### config.mk
export PLATFORM = sky130hd
export DESIGN_NAME = murmur3_32_stream_hash_flat
export DESIGN_NICKNAME = d
export VERILOG_FILES = /design/src/rtl/mm3_pkg.sv /design/src/rtl/mm3_if.sv /design/src/rtl/mm3_front.sv /design/src/rtl/mm3_queue.sv /design/src/rtl/mm3_back.sv /design/src/rtl/murmur3_32_stream_hash.sv /design/src/flat_wrapper.sv
export SDC_FILE = /design/constraint.sdc
export NUM_CORES = 2
export LEC_CHECK = 0
export ABC_CLOCK_PERIOD_IN_PS = 7010
export BUFFER_PORTS_ARGS = -buffer_cell sky130_fd_sc_hd__clkbuf_2
export CAP_MARGIN = 20
export CELL_PAD_IN_SITES_DETAIL_PLACEMENT = 0
export CELL_PAD_IN_SITES_GLOBAL_PLACEMENT = 2
export CORE_ASPECT_RATIO = 0.7
export CORE_MARGIN = 5
export CORE_UTILIZATION = 40
export DETAILED_ROUTE_END_ITERATION = 10
export PLACE_DENSITY = 0.77
export SLEW_MARGIN = 20
export SYNTH_ARGS = -nofsm -noshare
export SYNTH_HDL_FRONTEND = slang
export SYNTH_HIERARCHICAL = 1
export SYNTH_SLANG_ARGS = --single-unit
### constraint.sdc
create_clock -name clk -period 7.01 [get_ports clk]
set_input_delay 1.402 -clock clk [delete_from_list [all_inputs] [get_ports clk]]
set_output_delay 1.402 -clock clk [all_outputs]
set_load 0.01 [all_outputs]
### src/rtl/mm3_pkg.sv
// shared types, constants and helper functions for the murmur3 stream hash
package mm3_pkg;

    localparam int WORD_W  = 32;
    localparam int COUNT_W = 3;
    localparam int CFG_IDX_W = 1;
    localparam int QDEPTH  = 2;
    localparam int QPTR_W  = (QDEPTH > 1) ? $clog2(QDEPTH) : 1;
    localparam int QCNT_W  = $clog2(QDEPTH + 1);

    // configuration register indexes
    localparam logic [CFG_IDX_W-1:0] REG_SEED      = 1'd0;
    localparam logic [CFG_IDX_W-1:0] REG_CASE_FOLD = 1'd1;

    // mixing constants
    localparam logic [WORD_W-1:0] MIX_C1    = 32'hcc9e2d51;
    localparam logic [WORD_W-1:0] MIX_C2    = 32'h1b873593;
    localparam logic [WORD_W-1:0] MIX_N     = 32'he6546b64;
    localparam logic [WORD_W-1:0] FIN_C1    = 32'h85ebca6b;
    localparam logic [WORD_W-1:0] FIN_C2    = 32'hc2b2ae35;
    localparam logic [WORD_W-1:0] FOLD_WORD = 32'h20202020;

    // byte counts
    localparam logic [COUNT_W-1:0] CNT_NONE = 3'd0;
    localparam logic [COUNT_W-1:0] CNT_ONE  = 3'd1;
    localparam logic [COUNT_W-1:0] CNT_TWO  = 3'd2;
    localparam logic [COUNT_W-1:0] CNT_THREE = 3'd3;
    localparam logic [COUNT_W-1:0] CNT_FULL = 3'd4;

    // classified item handed from the front to the back
    typedef struct packed {
        logic [WORD_W-1:0]  k;
        logic [COUNT_W-1:0] count;
        logic               last;
    } mm3_item_t;

    // mask of the valid low bytes of a word
    function automatic logic [WORD_W-1:0] byte_mask(input logic [COUNT_W-1:0] count);
        logic [WORD_W-1:0] m;
        begin
            unique case (count)
                CNT_NONE:  m = 32'h00000000;
                CNT_ONE:   m = 32'h000000ff;
                CNT_TWO:   m = 32'h0000ffff;
                CNT_THREE: m = 32'h00ffffff;
                default:   m = 32'hffffffff;
            endcase
            return m;
        end
    endfunction

    function automatic logic [WORD_W-1:0] rotl15(input logic [WORD_W-1:0] x);
        return {x[16:0], x[31:17]};
    endfunction

    function automatic logic [WORD_W-1:0] rotl13(input logic [WORD_W-1:0] x);
        return {x[18:0], x[31:19]};
    endfunction

endpackage

### src/rtl/mm3_if.sv
// valid/ready channel interfaces for message words and hash results
interface mm3_in_if;
    logic                          valid;
    logic                          ready;
    logic [mm3_pkg::WORD_W-1:0]    data_word;
    logic [mm3_pkg::COUNT_W-1:0]   byte_count;
    logic                          last;

    modport source (output valid, data_word, byte_count, last, input ready);
    modport sink   (input valid, data_word, byte_count, last, output ready);
endinterface

interface mm3_out_if;
    logic                          valid;
    logic                          ready;
    logic [mm3_pkg::WORD_W-1:0]    hash_value;

    modport source (output valid, hash_value, input ready);
    modport sink   (input valid, hash_value, output ready);
endinterface

### src/rtl/mm3_front.sv
// front end: takes message words, drops bubbles, folds case and masks the tail
module mm3_front
(
    input  logic                 case_fold,
    mm3_in_if.sink               msg,
    input  logic                 q_full,
    output logic                 q_push,
    output mm3_pkg::mm3_item_t   q_item
);

    logic [mm3_pkg::COUNT_W-1:0] count_sat;
    logic                        bubble;
    logic [mm3_pkg::WORD_W-1:0]  folded;

    // saturate the byte count and spot idle bubbles
    always_comb
    begin
        count_sat = (msg.byte_count > mm3_pkg::CNT_FULL) ? mm3_pkg::CNT_FULL : msg.byte_count;
        bubble    = (count_sat == mm3_pkg::CNT_NONE) && !msg.last;
    end

    // case fold and tail masking
    always_comb
    begin
        folded         = case_fold ? (msg.data_word | mm3_pkg::FOLD_WORD) : msg.data_word;
        q_item.k       = folded & mm3_pkg::byte_mask(count_sat);
        q_item.count   = count_sat;
        q_item.last    = msg.last || (count_sat != mm3_pkg::CNT_FULL);
    end

    // a transfer always completes while the queue has room; bubbles are discarded
    assign msg.ready = !q_full;
    assign q_push    = msg.valid && !q_full && !bubble;

endmodule

### src/rtl/mm3_queue.sv
// short item queue between the front and the back
module mm3_queue
(
    input  logic                 clk,
    input  logic                 rst_n,
    input  logic                 push,
    input  mm3_pkg::mm3_item_t   push_item,
    output logic                 full,
    input  logic                 pop,
    output logic                 not_empty,
    output mm3_pkg::mm3_item_t   head
);

    mm3_pkg::mm3_item_t              slot_reg [mm3_pkg::QDEPTH];
    logic [mm3_pkg::QPTR_W-1:0]      wr_ptr_reg, wr_ptr_next;
    logic [mm3_pkg::QPTR_W-1:0]      rd_ptr_reg, rd_ptr_next;
    logic [mm3_pkg::QCNT_W-1:0]      fill_reg, fill_next;
    logic                            do_push, do_pop;

    assign full      = (fill_reg == mm3_pkg::QCNT_W'(mm3_pkg::QDEPTH));
    assign not_empty = (fill_reg != '0);
    assign head      = slot_reg[rd_ptr_reg];
    assign do_push   = push && !full;
    assign do_pop    = pop && not_empty;

    // pointer and fill bookkeeping
    always_comb
    begin
        wr_ptr_next = wr_ptr_reg;
        rd_ptr_next = rd_ptr_reg;
        fill_next   = fill_reg;
        if (do_push)
        begin
            wr_ptr_next = (wr_ptr_reg == mm3_pkg::QPTR_W'(mm3_pkg::QDEPTH - 1)) ?
                          '0 : wr_ptr_reg + 1'b1;
        end
        if (do_pop)
        begin
            rd_ptr_next = (rd_ptr_reg == mm3_pkg::QPTR_W'(mm3_pkg::QDEPTH - 1)) ?
                          '0 : rd_ptr_reg + 1'b1;
        end
        if (do_push && !do_pop)
        begin
            fill_next = fill_reg + 1'b1;
        end
        else if (do_pop && !do_push)
        begin
            fill_next = fill_reg - 1'b1;
        end
    end

    always_ff @(posedge clk or negedge rst_n)
    begin
        if (!rst_n)
        begin
            wr_ptr_reg <= '0;
            rd_ptr_reg <= '0;
            fill_reg   <= '0;
        end
        else
        begin
            wr_ptr_reg <= wr_ptr_next;
            rd_ptr_reg <= rd_ptr_next;
            fill_reg   <= fill_next;
        end
    end

    // item storage
    always_ff @(posedge clk)
    begin
        if (do_push)
        begin
            slot_reg[wr_ptr_reg] <= push_item;
        end
    end

endmodule

### src/rtl/mm3_back.sv
// back end: block mixing, length fold and finalizer, with the result register
module mm3_back
(
    input  logic                       clk,
    input  logic                       rst_n,
    input  logic [mm3_pkg::WORD_W-1:0] seed,
    input  logic                       q_not_empty,
    input  mm3_pkg::mm3_item_t         q_head,
    output logic                       q_pop,
    mm3_out_if.source                  digest
);

    localparam logic [2:0] S_IDLE = 3'd0;
    localparam logic [2:0] S_MUL1 = 3'd1;
    localparam logic [2:0] S_MUL2 = 3'd2;
    localparam logic [2:0] S_MIX  = 3'd3;
    localparam logic [2:0] S_FIN0 = 3'd4;
    localparam logic [2:0] S_FIN1 = 3'd5;
    localparam logic [2:0] S_FIN2 = 3'd6;

    logic [2:0]                  state_reg, state_next;
    logic                        in_msg_reg, in_msg_next;
    logic                        last_reg, last_next;
    logic                        full_reg, full_next;
    logic [mm3_pkg::WORD_W-1:0]  k_reg, k_next;
    logic [mm3_pkg::WORD_W-1:0]  h_reg, h_next;
    logic [mm3_pkg::WORD_W-1:0]  tot_reg, tot_next;
    logic                        out_valid_reg, out_valid_next;
    logic [mm3_pkg::WORD_W-1:0]  out_hash_reg, out_hash_next;

    logic                        out_free;
    logic [mm3_pkg::WORD_W-1:0]  mixed;
    logic [mm3_pkg::WORD_W-1:0]  rot_h;
    logic [mm3_pkg::WORD_W-1:0]  fin_x;

    assign out_free = !out_valid_reg || digest.ready;

    // block mix: rotate by 13, then h * 5 + n as shift and adds
    always_comb
    begin
        mixed = h_reg ^ k_reg;
        rot_h = mm3_pkg::rotl13(mixed);
        if (full_reg)
        begin
            mixed = rot_h + {rot_h[29:0], 2'b00} + mm3_pkg::MIX_N;
        end
    end

    // sequencer
    always_comb
    begin
        state_next     = state_reg;
        in_msg_next    = in_msg_reg;
        last_next      = last_reg;
        full_next      = full_reg;
        k_next         = k_reg;
        h_next         = h_reg;
        tot_next       = tot_reg;
        out_valid_next = out_valid_reg && !digest.ready;
        out_hash_next  = out_hash_reg;
        q_pop          = 1'b0;
        fin_x          = '0;

        unique case (state_reg)
            S_IDLE:
            begin
                if (q_not_empty)
                begin
                    q_pop     = 1'b1;
                    k_next    = q_head.k;
                    last_next = q_head.last;
                    full_next = (q_head.count == mm3_pkg::CNT_FULL);
                    h_next    = in_msg_reg ? h_reg : seed;
                    tot_next  = (in_msg_reg ? tot_reg : '0) + mm3_pkg::WORD_W'(q_head.count);
                    state_next = (q_head.count == mm3_pkg::CNT_NONE) ? S_FIN0 : S_MUL1;
                end
            end
            S_MUL1:
            begin
                k_next     = k_reg * mm3_pkg::MIX_C1;
                state_next = S_MUL2;
            end
            S_MUL2:
            begin
                k_next     = mm3_pkg::rotl15(k_reg) * mm3_pkg::MIX_C2;
                state_next = S_MIX;
            end
            S_MIX:
            begin
                h_next = mixed;
                if (last_reg)
                begin
                    state_next = S_FIN0;
                end
                else
                begin
                    in_msg_next = 1'b1;
                    state_next  = S_IDLE;
                end
            end
            S_FIN0:
            begin
                fin_x      = h_reg ^ tot_reg;
                fin_x      = fin_x ^ {16'd0, fin_x[31:16]};
                h_next     = fin_x * mm3_pkg::FIN_C1;
                state_next = S_FIN1;
            end
            S_FIN1:
            begin
                fin_x      = h_reg ^ {13'd0, h_reg[31:13]};
                h_next     = fin_x * mm3_pkg::FIN_C2;
                state_next = S_FIN2;
            end
            S_FIN2:
            begin
                if (out_free)
                begin
                    out_hash_next  = h_reg ^ {16'd0, h_reg[31:16]};
                    out_valid_next = 1'b1;
                    in_msg_next    = 1'b0;
                    state_next     = S_IDLE;
                end
            end
            default:
            begin
                state_next = S_IDLE;
            end
        endcase
    end

    // control state
    always_ff @(posedge clk or negedge rst_n)
    begin
        if (!rst_n)
        begin
            state_reg     <= S_IDLE;
            in_msg_reg    <= 1'b0;
            out_valid_reg <= 1'b0;
        end
        else
        begin
            state_reg     <= state_next;
            in_msg_reg    <= in_msg_next;
            out_valid_reg <= out_valid_next;
        end
    end

    // datapath
    always_ff @(posedge clk)
    begin
        last_reg     <= last_next;
        full_reg     <= full_next;
        k_reg        <= k_next;
        h_reg        <= h_next;
        tot_reg      <= tot_next;
        out_hash_reg <= out_hash_next;
    end

    assign digest.valid      = out_valid_reg;
    assign digest.hash_value = out_hash_reg;

    // items leave the queue only when the sequencer is free
    a_pop_idle: assert property (@(posedge clk) disable iff (!rst_n)
        q_pop |-> state_reg == S_IDLE)
        else $error("queue popped while the sequencer is busy");

    // a new result only comes out of the last finalizer step
    a_result_src: assert property (@(posedge clk) disable iff (!rst_n)
        $rose(out_valid_reg) |-> $past(state_reg) == S_FIN2)
        else $error("result raised outside the finalizer");

    // a word that is not last returns to idle with the message open
    a_mid_word: assert property (@(posedge clk) disable iff (!rst_n)
        (state_reg == S_MIX) && !last_reg |=> (state_reg == S_IDLE) && in_msg_reg)
        else $error("mid-message word did not keep the message open");

    // an empty end goes straight to the finalizer
    a_empty_end: assert property (@(posedge clk) disable iff (!rst_n)
        q_pop && (q_head.count == mm3_pkg::CNT_NONE) |=> state_reg == S_FIN0)
        else $error("empty end did not start the finalizer");

endmodule

### src/rtl/murmur3_32_stream_hash.sv
// top level of the streaming 32-bit murmur3 hash
//
// Words of a message arrive on msg (valid/ready), four little-endian bytes
// each, with byte_count valid low bytes and last on the final word. A word
// of four bytes is a full block; one to three bytes end the message as the
// tail; a count of zero with last ends it with no extra bytes, and with last
// low it is an idle bubble that is taken and dropped. One hash per message
// leaves on digest (valid/ready) from an output register.
// Registers are written through wr_en/wr_index/wr_data: seed at index 0 and
// case_fold at index 1; write them only while no message is in flight.
// Words are mixed one at a time by the shared sequencer, through idle, the
// two multiply steps and the mix; it pops the next word only when idle.
// The last word then passes the finalizer steps, and the hash reaches
// digest.valid through the output register. A two-entry queue lets msg
// keep accepting until it fills while the back end works or while digest
// is stalled; a stalled result holds in its register and the finalizer
// waits behind it. Reset clears the queue, the sequencer, the result
// valid flag and sets both registers to zero; no clearing pass is needed.
module murmur3_32_stream_hash
(
    input  logic                          clk,
    input  logic                          rst_n,
    input  logic                          wr_en,
    input  logic [mm3_pkg::CFG_IDX_W-1:0] wr_index,
    input  logic [mm3_pkg::WORD_W-1:0]    wr_data,
    mm3_in_if.sink                        msg,
    mm3_out_if.source                     digest
);

    logic [mm3_pkg::WORD_W-1:0] seed_reg;
    logic                       case_fold_reg;

    logic                       q_push;
    logic                       q_full;
    logic                       q_pop;
    logic                       q_not_empty;
    mm3_pkg::mm3_item_t         q_item;
    mm3_pkg::mm3_item_t         q_head;

    // configuration registers
    always_ff @(posedge clk or negedge rst_n)
    begin
        if (!rst_n)
        begin
            seed_reg      <= '0;
            case_fold_reg <= 1'b0;
        end
        else if (wr_en)
        begin
            unique case (wr_index)
                mm3_pkg::REG_SEED:      seed_reg      <= wr_data;
                mm3_pkg::REG_CASE_FOLD: case_fold_reg <= wr_data[0];
                default:                ;
            endcase
        end
    end

    // word classification
    mm3_front u_front
    (
        .case_fold (case_fold_reg),
        .msg       (msg),
        .q_full    (q_full),
        .q_push    (q_push),
        .q_item    (q_item)
    );

    // decoupling queue
    mm3_queue u_queue
    (
        .clk       (clk),
        .rst_n     (rst_n),
        .push      (q_push),
        .push_item (q_item),
        .full      (q_full),
        .pop       (q_pop),
        .not_empty (q_not_empty),
        .head      (q_head)
    );

    // mixing and finalizer
    mm3_back u_back
    (
        .clk         (clk),
        .rst_n       (rst_n),
        .seed        (seed_reg),
        .q_not_empty (q_not_empty),
        .q_head      (q_head),
        .q_pop       (q_pop),
        .digest      (digest)
    );

endmodule
### src/flat_wrapper.sv
// flat-port wrapper written by rule: the top's interface ports become plain ports
module murmur3_32_stream_hash_flat 
  (clk, rst_n, wr_en, wr_index, wr_data, msg_valid, msg_data_word, msg_byte_count, msg_last, msg_ready, digest_valid, digest_hash_value, digest_ready);
  mm3_in_if msg_i ();
  mm3_out_if digest_i ();
  input  logic clk;
  input  logic rst_n;
  input  logic wr_en;
  input  logic [mm3_pkg::CFG_IDX_W-1:0] wr_index;
  input  logic [mm3_pkg::WORD_W-1:0] wr_data;
  input wire logic [$bits(msg_i.valid)-1:0] msg_valid;
  input wire logic [$bits(msg_i.data_word)-1:0] msg_data_word;
  input wire logic [$bits(msg_i.byte_count)-1:0] msg_byte_count;
  input wire logic [$bits(msg_i.last)-1:0] msg_last;
  output wire logic [$bits(msg_i.ready)-1:0] msg_ready;
  output wire logic [$bits(digest_i.valid)-1:0] digest_valid;
  output wire logic [$bits(digest_i.hash_value)-1:0] digest_hash_value;
  input wire logic [$bits(digest_i.ready)-1:0] digest_ready;
  assign msg_i.valid = msg_valid;
  assign msg_i.data_word = msg_data_word;
  assign msg_i.byte_count = msg_byte_count;
  assign msg_i.last = msg_last;
  assign msg_ready = msg_i.ready;
  assign digest_valid = digest_i.valid;
  assign digest_hash_value = digest_i.hash_value;
  assign digest_i.ready = digest_ready;
  murmur3_32_stream_hash u_core (.clk(clk), .rst_n(rst_n), .wr_en(wr_en), .wr_index(wr_index), .wr_data(wr_data), .msg(msg_i), .digest(digest_i));
endmodule
==> metrics.md <==
| Metric | Value |
|---|---|
| Maximum frequency from static timing analysis | `138 MHz` |
| Remaining DRCs | `0` |
| Most used cell along the critical path | `sky130_fd_sc_hd__fa_1` |
| Count of vias placed by the detailed router | `~34000` |
| Tightest Pin Transition | `0.949 ns` |
| Crit share post-route | `1.03` |
| Initial core utilization | `0.403` |
| Share of the core filled with cells | `0.492` |
| Hold buffer count at CTS | `0` |
| Clock tree sinks | `approximately 240` |
| Min-Delay Path Class | `flip-flop to flip-flop` |
| Number of antenna violations at the first check in global routing | `2` |
| Final GP Congestion | `between 0.9 and 1` |
| Violated checks | `setup timing` |
| RSZ-0062 raised after global routing | `yes` |
| Area fraction of the dominant cell type after synthesis | `0.311` |
| Largest fanout on the critical path | `4` |
| Slowest cell on the critical path | `sky130_fd_sc_hd__fa_1` |
| Largest net degree at the start of global routing | `51` |
| Aggregate global routing overflow | `0` |
| Proportion of synthesized flip-flops having asynchronous set or reset | `0.172` |
| Max-slew violations | `0` |
| Outcome | `finished, violations left` |
| Die height | `297 um` |
| Ys flop type | `sky130_fd_sc_hd__edfxtp_1` |
| Synthesized netlist net count | `6154` |
| Growth of design area from synthesis to finish | `22.1%` |
| Crit-path leading delay family | `adder cells` |
| Element type at the critical path start | `flip-flop` |
| Clock buffer depth | `3` |
| Buffers and inverters on the worst path | `7` |
| Number of I/O pins | `108` |
| Setup TNS | `-0.890 ns` |
| Required arrival time at the worst endpoint | `7.35 ns` |
| Arrival @ worst endpoint | `between 7 and 8 ns` |
| Via count of the first global-routing pass | `between 30000 and 40000` |
| Placeable core region | `~120000 um2` |
| Detailed Route WL | `between 150000 and 200000 um` |
| Die boundary width | `between 400 and 500 um` |
| TritonRoute pass-1 iters | `6` |
| Post-DP HPWL | `148000 um` |
| Global-route wire length before repair | `245000 um` |
| Min Clock Period, post-route | `7.24 ns` |
| Final-report hold violation count | `0` |
| Post-layout worst setup margin | `-0.232 ns` |
| Number of failing setup endpoints in the final timing report | `6` |
| Worst setup path class | `flip-flop to flip-flop` |
| Yosys warnings | `6` |
| Fraction of the yosys area taken by sequential cells | `0.151` |
| Clock slew at the register clock pins of the worst setup and hold paths | `0.07 ns` |
| Clock tree from TritonCTS | `built` |
| Critical Path Max Stage Delay | `0.62 ns` |
| Post-DR wirelength/cell | `24.6 um` |
| Area of all placed cells without fillers | `57600 um2` |
| Starting DRT DRC Count | `slightly above 3000` |
| Final layout net count | `6900` |
| Overall Global Routing Usage | `0.270` |
| Slew margin rel. | `0.368` |
| Number of buffers added by the clock tree synthesis step | `30` |
| Distinct cells, synth | `90` |
| Dpl cell area | `53800 um2` |
| Type of element capturing the critical path | `flip-flop` |
| Die area | `roughly 130000 um2` |
| Most instantiated library cell after synthesis | `sky130_fd_sc_hd__inv_1` |
| Post-synth EDFFs | `about 200` |
| Vias per cell | `5.02` |
| DRT antenna net count | `0` |
| Layout cells sized above 1 | `0.225` |
| Clk Latency, worst-skew pair | `~0.62 ns` |
| Maxcap violations | `0` |
| Final Skew | `0.0363 ns` |
| Site row count | `105` |
| Post-synthesis instance area | `about 47000 um2` |
| Top cell type by total area after synthesis | `sky130_fd_sc_hd__fa_1` |
| Post-Syn Area per Cell | `10.4 um2` |
| Clock root buffer | `sky130_fd_sc_hd__clkbuf_16` |
| Total of flip-flops plus latches after synthesis | `244` |
| Max reg flops | `between 70 and 80` |
| Synth area leaders | `sky130_fd_sc_hd__fa_1 (31%), sky130_fd_sc_hd__ha_1 (21%), sky130_fd_sc_hd__edfxtp_1 (13%)` |
| Cells after synthesis | `~4500` |
| CTS H-tree depth | `1` |
| Number of input and output port buffers inserted | `107` |
| Most instantiated cells after synthesis | `sky130_fd_sc_hd__inv_1 (1269), sky130_fd_sc_hd__ha_1 (804), sky130_fd_sc_hd__fa_1 (732), sky130_fd_sc_hd__xnor2_1 (255), sky130_fd_sc_hd__edfxtp_1 (202)` |
-- placed cells by master, fill, tap and decap left out, types with 19 or more instances in the layout --
| master | Yosys | final |
|---|---|---|
| sky130_fd_sc_hd__a21o_1 | 72 | 72 |
| sky130_fd_sc_hd__a21oi_1 | 127 | 109 |
| sky130_fd_sc_hd__a21oi_2 | 4 | 19 |
| sky130_fd_sc_hd__a22oi_1 | 32 | 31 |
| sky130_fd_sc_hd__buf_4 | 3 | 613 |
| sky130_fd_sc_hd__buf_6 | 2 | 41 |
| sky130_fd_sc_hd__clkbuf_16 | 0 | 30 |
| sky130_fd_sc_hd__clkbuf_2 | 1 | 107 |
| sky130_fd_sc_hd__dfrtp_1 | 42 | 41 |
| sky130_fd_sc_hd__edfxtp_1 | 202 | 202 |
| sky130_fd_sc_hd__fa_1 | 732 | 699 |
| sky130_fd_sc_hd__fa_2 | 0 | 33 |
| sky130_fd_sc_hd__ha_1 | 804 | 753 |
| sky130_fd_sc_hd__ha_4 | 0 | 45 |
| sky130_fd_sc_hd__inv_1 | 1269 | 1231 |
| sky130_fd_sc_hd__inv_2 | 0 | 35 |
| sky130_fd_sc_hd__mux2_4 | 59 | 59 |
| sky130_fd_sc_hd__nand2_1 | 98 | 94 |
| sky130_fd_sc_hd__nand2b_1 | 22 | 22 |
| sky130_fd_sc_hd__nand3_1 | 29 | 28 |
| sky130_fd_sc_hd__nor2_1 | 142 | 133 |
| sky130_fd_sc_hd__nor2b_1 | 36 | 33 |
| sky130_fd_sc_hd__nor3_1 | 23 | 21 |
| sky130_fd_sc_hd__o21ai_0 | 87 | 79 |
| sky130_fd_sc_hd__xnor2_1 | 255 | 213 |
| sky130_fd_sc_hd__xnor2_2 | 0 | 20 |
| sky130_fd_sc_hd__xnor2_4 | 0 | 22 |
| sky130_fd_sc_hd__xor2_1 | 129 | 110 |
-- through the flow --
stage	setup slack, ns	hold WS (ns)	cells
floorplan	-0.00000266	0.421	4544
global placement	-0.533	0.474	6706
detailed placement	-0.555	0.479	6706
CTS	-0.110	0.488	6783
global route	-0.339	0.510	6863
finish	-0.232	0.484	6866
-- logic make-up after synthesis --
logic type / synth area share
AOI/OAI and AO/OA: 0.0735
xor gates and xnor gates: 0.0720
adders and majority gates: 0.524
buffers and inverters: 0.109
DFF: 0.151
muxes: 0.0227
and+or+nand+nor: 0.0479
-- worst register-to-register path, cell delays in order (launching register included) --
cell and delay, ns:
sky130_fd_sc_hd__edfxtp_1 0.46, sky130_fd_sc_hd__buf_4 0.17, sky130_fd_sc_hd__buf_4 0.15, sky130_fd_sc_hd__xor2_4 0.25
sky130_fd_sc_hd__ha_4 0.25, sky130_fd_sc_hd__buf_4 0.13, sky130_fd_sc_hd__fa_1 0.50, sky130_fd_sc_hd__inv_1 0.07
sky130_fd_sc_hd__fa_1 0.58, sky130_fd_sc_hd__fa_1 0.45, sky130_fd_sc_hd__fa_1 0.51, sky130_fd_sc_hd__fa_1 0.49
sky130_fd_sc_hd__inv_1 0.05, sky130_fd_sc_hd__fa_1 0.47, sky130_fd_sc_hd__inv_1 0.05, sky130_fd_sc_hd__fa_1 0.62
sky130_fd_sc_hd__inv_1 0.09, sky130_fd_sc_hd__ha_1 0.31, sky130_fd_sc_hd__nand2_1 0.16, sky130_fd_sc_hd__nor2_1 0.06
sky130_fd_sc_hd__a21oi_1 0.20, sky130_fd_sc_hd__o31ai_2 0.14, sky130_fd_sc_hd__o41a_1 0.36, sky130_fd_sc_hd__xor2_1 0.18
sky130_fd_sc_hd__a21oi_2 0.18, sky130_fd_sc_hd__a31oi_1 0.11
-- area by class of cell --
type	count	area, um2
fill	10922	59600
multi-input combinational	2964	36800
sequential	244	7120
timing repair buffer	781	6000
inverter	1269	4770
tap	1551	1940
clock buffer	35	769
clock inverter	19	163
antenna	3	7.51
-- final timing paths --
kind | from | slack [ns] | cells after the start | endpoint
max | u_core/u_back/h_reg[29]$_DFFE_PP_ | -0.23 | 25 | u_core/u_back/h_reg[30]$_DFFE_PP_
min | u_core/u_queue/fill_reg[1]$_DFFE_PN0P_ | 0.48 | 1 | u_core/u_queue/fill_reg[1]$_DFFE_PN0P_
max reg2reg | u_core/u_back/h_reg[29]$_DFFE_PP_ | -0.23 | 25 | u_core/u_back/h_reg[30]$_DFFE_PP_
min reg2reg | u_core/u_queue/fill_reg[1]$_DFFE_PN0P_ | 0.48 | 1 | u_core/u_queue/fill_reg[1]$_DFFE_PN0P_
max in group asynchronous | rst_n | 5.55 | 2 | u_core/seed_reg[29]$_DFFE_PN0P_
min in group asynchronous | rst_n | 0.88 | 2 | u_core/seed_reg[25]$_DFFE_PN0P_
-- routing by layer --
layer	up-vias	GRT usage	routed length, um
met5	-	0	0
met1	17104	0.450	85500
met3	108	0.0813	18800
met2	1369	0.343	62000
li1	15881	-	-
met4	0	0.0285	2420
-- what timing repair did --
action / CTS / global route
gates resized for setup: 119 / 222
setup endpoints to repair: 14 / 23
pin swaps: 49 / 171
buffers inserted: 23 / 80
Power is left out: the tool's default activity adds up to more than one toggle a clock period on the data nets, which glitch-free logic cannot reach.
